`src/hdl/iplpm_pkg.sv`:
```
package iplpm_pkg;

    localparam int TABLE_DEPTH = 1024;
    localparam int ADDR_W      = $clog2(TABLE_DEPTH);
    localparam int CNT_W       = $clog2(TABLE_DEPTH + 1);

    localparam logic [1:0] REQ_APPEND = 2'd0;
    localparam logic [1:0] REQ_CLEAR  = 2'd1;
    localparam logic [1:0] REQ_LOOKUP = 2'd2;

    typedef struct packed {
        logic [31:0] prefix;
        logic [31:0] mask;
        logic [31:0] hop;
        logic [7:0]  port;
    } t_entry;

    typedef struct packed {
        logic clear;
        logic en;
    } t_cmp_ctl;

endpackage

```
`src/hdl/iplpm_match.sv`:
```
module iplpm_match (
    input  logic                 i_clk,
    input  logic                 i_rst_n,
    input  iplpm_pkg::t_cmp_ctl  i_ctl,
    input  logic [31:0]          i_dest,
    input  iplpm_pkg::t_entry    i_entry,
    output logic                 o_found,
    output logic [31:0]          o_hop,
    output logic [7:0]           o_port
);

    logic        r_found;
    logic [31:0] r_best_mask;
    logic [31:0] r_best_hop;
    logic [7:0]  r_best_port;
    logic        match;
    logic        take;

    // Strict greater-than keeps the earlier entry on equal masks.
    assign match = (i_entry.mask & i_dest) == i_entry.prefix;
    assign take  = i_ctl.en && match && (!r_found || (i_entry.mask > r_best_mask));

    always_ff @(posedge i_clk) begin
        if (!i_rst_n) begin
            r_found <= 1'b0;
        end else if (i_ctl.clear) begin
            r_found <= 1'b0;
        end else if (take) begin
            r_found <= 1'b1;
        end
    end

    always_ff @(posedge i_clk) begin
        if (take) begin
            r_best_mask <= i_entry.mask;
            r_best_hop  <= i_entry.hop;
            r_best_port <= i_entry.port;
        end
    end

    assign o_found = r_found;
    assign o_hop   = r_found ? r_best_hop : 32'd0;
    assign o_port  = r_found ? r_best_port : 8'd0;

endmodule

```
`config.mk`:
```
export PLATFORM = sky130hd
export DESIGN_NAME = iplpm_match
export DESIGN_NICKNAME = d
export VERILOG_FILES = /design/src/hdl/iplpm_pkg.sv /design/src/hdl/iplpm_match.sv
export SDC_FILE = /design/constraint.sdc
export NUM_CORES = 1
export LEC_CHECK = 0
export ABC_AREA = 1
export BUFFER_PORTS_ARGS = -buffer_cell sky130_fd_sc_hd__buf_2
export CORE_MARGIN = 2
export CORE_UTILIZATION = 43
export DETAILED_ROUTE_END_ITERATION = 7
export PLACE_DENSITY = 0.84
export SYNTH_ARGS = -nofsm -noshare
export SYNTH_HDL_FRONTEND = slang
export SYNTH_SLANG_ARGS = --single-unit
export TNS_END_PERCENT = 20
```
`constraint.sdc`:
```
create_clock -name i_clk -period 3.5 [get_ports i_clk]
set_input_delay 0.35 -clock i_clk [delete_from_list [all_inputs] [get_ports i_clk]]
set_output_delay 0.35 -clock i_clk [all_outputs]
set_load 0.02 [all_outputs]
```
==> results.txt <==
The flow ran to the end, and the final reports show no timing, DRC or antenna violations. The critical hold path startpoint is i_entry[3]. The first global-routing pass estimated 16,500 um of wire. The count of pins on the block boundary is 181. The final critical-path required period came out at 2.32 ns. The area of all sequential standard cells is 0.00218 mm^2.

The design draws 1860 uW. The post-route setup TNS came out at 0 ns. The final count of hold timing violations came out at 0. The number of global-route vias before repair came to 3,635.

STA classifies the critical path startpoint as a flop. Following the worst setup path forward leads to its endpoint at r_best_hop[24]. At the end of the flow the core is filled with cells to 0.583. The count of hold-fix buffers inserted at cts came out at 0. The share of the yosys chip area belonging to registers came out at 0.524. The total of fill cells in the finished design came out at 837. In the final layout, the share of cells above drive strength 1 is 0.327. The global route total overflow is 0.

The post-cts repair resize count came out at 0. In the synthesized netlist the dominant register cell turns out to be edfxtp_1. The total detailed-routing wirelength came out at 11,000 um. The arrival time reported for the critical path endpoint is 2.31 ns. The sink count of the clock tree is 73. The maximum count of clock buffers along a single path is 2. Of all flip-flops after synthesis, the portion carrying an async set or reset was 0.

The worst hold path belongs to the class input port to flop. In this run the worst setup path begins at r_best_mask[23]. The power density over cell area came out at 343 mW/mm^2. The final hold slack came out at 0.164 ns. Entering global routing, the biggest net connects 42 pins.

In this run the clock root is driven by a clkbuf_8. The post-CTS setup-driven buffer insertion count is 0. The most used cell along the critical path is nand2_1.

The width of the chip is 102 um. The highest ir drop seen on vdd is 0.000158 V. The floorplan step defined a core boundary enclosing 0.00933 mm^2.

Setup violations remaining at the end of the flow were counted as 0. The aggregate global-route resource usage is 0.208. The average cell area after synthesis is 8.91 um^2.

In this run the remaining antenna-violating nets after routing total 0. Leaving out fill and tap cells, the most frequent cell in the layout is buf_2. The slowest cell on the critical path is buf_4. The gate count after technology mapping came out at 467. Summing all multi-input logic gate instances after layout gives 0.00163 mm^2.

The floorplan step defined a die boundary enclosing 0.0105 mm^2. The count of routing violations after the opening detailed-route iteration came out at 153. The distinct cell type count after synthesis is 26.

The average via count per standard cell came out at 4.76. The number of I/O port buffers came out at 180. The maximum operating frequency came out at 431 MHz. The synthesized flop and latch total is 73.

The transition at the pin with the smallest max-transition slack is 0.509 ns. The largest stage delay on the critical path is 0.46 ns. Routability-driven placement finished with a final weighted congestion of 0.926. The vias after detailed routing came out at 3,759. The maximum level of the CTS H-tree came out at 3.

The final number of max-transition violations came out at 0. The number of synthesis warnings came out at 0. In the final routed layout, each cell accounts on average for 13.9 um. The number of cells on the worst reg-to-reg path is 11.

The critical path is of the flop to flop type. The length of the first detailed-routing pass in iterations is 5. Sorting the synthesized cells by area gives the leading types as edfxtp_1, nand2_1, ha_1. The setup slack on the worst flop-to-flop path came out at 1.18 ns.

The number of antenna violations at the first check in global routing is 0. The clock transition at the registers of the reported paths is 0.09 ns. The insertion delay to the later sink of the worst-skew pair came out at 0.36 ns. Setup repair after global routing left no endpoint under its margin. The CTS buffer count is 9.

The largest fanout on the critical path came out at 39. The number of cell rows came out at 35. The leakage power is 0.00297 uW. The terminus of the critical flop-to-flop path is r_best_hop[24]. The cell type contributing the most total cell area after synthesis is edfxtp_1. The final HPWL from detailed placement is 9030 um. The number of nets in the layout came out at 828. Across the run, the number of max-cap violations was 0.

The library cells used most frequently in the layout, excluding fill and tap cells, are buf_2, nand2_1, inv_1. The share of the synthesized area in the top cell type is 0.520. Across the routed clock network, the largest skew measured is 0.0115 ns. The worst setup path is captured at a flop. The count of flip-flops with a built-in enable after synthesis came out at 72. The repair_antennas step left the layout with diodes totalling 0. The initial cell density of the core came out at 0.446. In this run the vertical extent of the chip is 102 um. The area growth from synthesis to layout is 30.6%. The required time of the worst setup path came out at 3.49 ns. Walking the worst path, the cells encountered are inv_1, ha_1, nand2_1, nor2_1, nand4_1, nor2_1, nand2_1, nand2_1, nand2_1, a21oi_4, buf_4. Headroom to the max-slew limit came out at 0.661.

Summing every instance area after synthesis gives 0.00416 mm^2. Dividing the final minimum period by the clock period gives 0.663. The post-route DRC violation count is 0. The number of nets produced by synthesis is 639.

TritonCTS built the clock tree. The launching point of the worst reg2reg path is r_best_mask[23].
area by class of cell:
cell class,instances,area share
clock buffer,9,0.0228
clock inverter,7,0.0143
inverter,89,0.0615
multi-input combinational,300,0.300
sequential,73,0.401
tap,129,0.0297
timing repair buffer,183,0.170
cells in the mapped netlist (all sizes together) (4+ instances only):
| library cell | number |
|---|---|
| a21oi | 15 |
| clkbuf | 4 |
| edfxtp | 72 |
| ha | 32 |
| inv | 89 |
| nand2 | 152 |
| nand3 | 11 |
| nand3b | 7 |
| nand4 | 14 |
| nor2 | 34 |
| or2 | 15 |
| xor2 | 8 |
stage by stage:
stage               cells  instance area [um^2]  worst slack [ns]
floorplan             467                  4170             0.656
global placement      774                  5230              1.09
detailed placement    774                  5230              1.03
CTS                   790                  5440              1.15
global route          790                  5440             0.973
finish                790                  5440              1.18
power breakdown:
part	internal [uW]	switching (uW)	total, uW
logic	107	122	228
registers	958	0.000000484	958
clock network	335	341	676
total	1400	462	1860
worst min-delay path by stage:
stage                      to  cells past startpoint
3_5_place_dp          o_found                      2
3_3_place_gp          o_found                      2
2_1_floorplan   r_best_hop[0]                      0
6_report       r_best_port[3]                      1
4_1_cts        r_best_port[3]                      1
5_1_grt         r_best_hop[7]                      1
worst max-delay path, delay by kind of cell, from the launching register on:
family	cells	cell delay [ns]
AO/OA/AOI/OAI	1	0.13
adder cells (fa/ha/maj)	1	0.29
buffers and inverters	2	0.50
flip-flops	1	0.33
AND/OR/NAND/NOR	7	0.69
per-layer routing:
metal / GRT usage / share of wire / up-vias / wire [um]
met5: 0 / 0 / - / 0
met4: 0.0800 / 0.024 / 0 / 264
met3: 0.0602 / 0.082 / 25 / 900
met2: 0.371 / 0.49 / 168 / 5400
met1: 0.234 / 0.40 / 1700 / 4460
li1: - / - / 1866 / -
cell families (layout without fill, tap and decap cells):
family,count (synthesis),in the layout,synth area share
simple gates,237,237,0.243
buf+inv,94,288,0.0851
flops,73,73,0.524
fa+ha+maj,32,32,0.0962
compound gates,20,20,0.0280
xor+xnor,11,11,0.0232
flip-flops by register name (all words and copies together) (netlist names):
register and count:
r_best_mask 32, r_best_port 8, o_found 1, r_best_hop 32
Power figures use the tool's default switching activity.
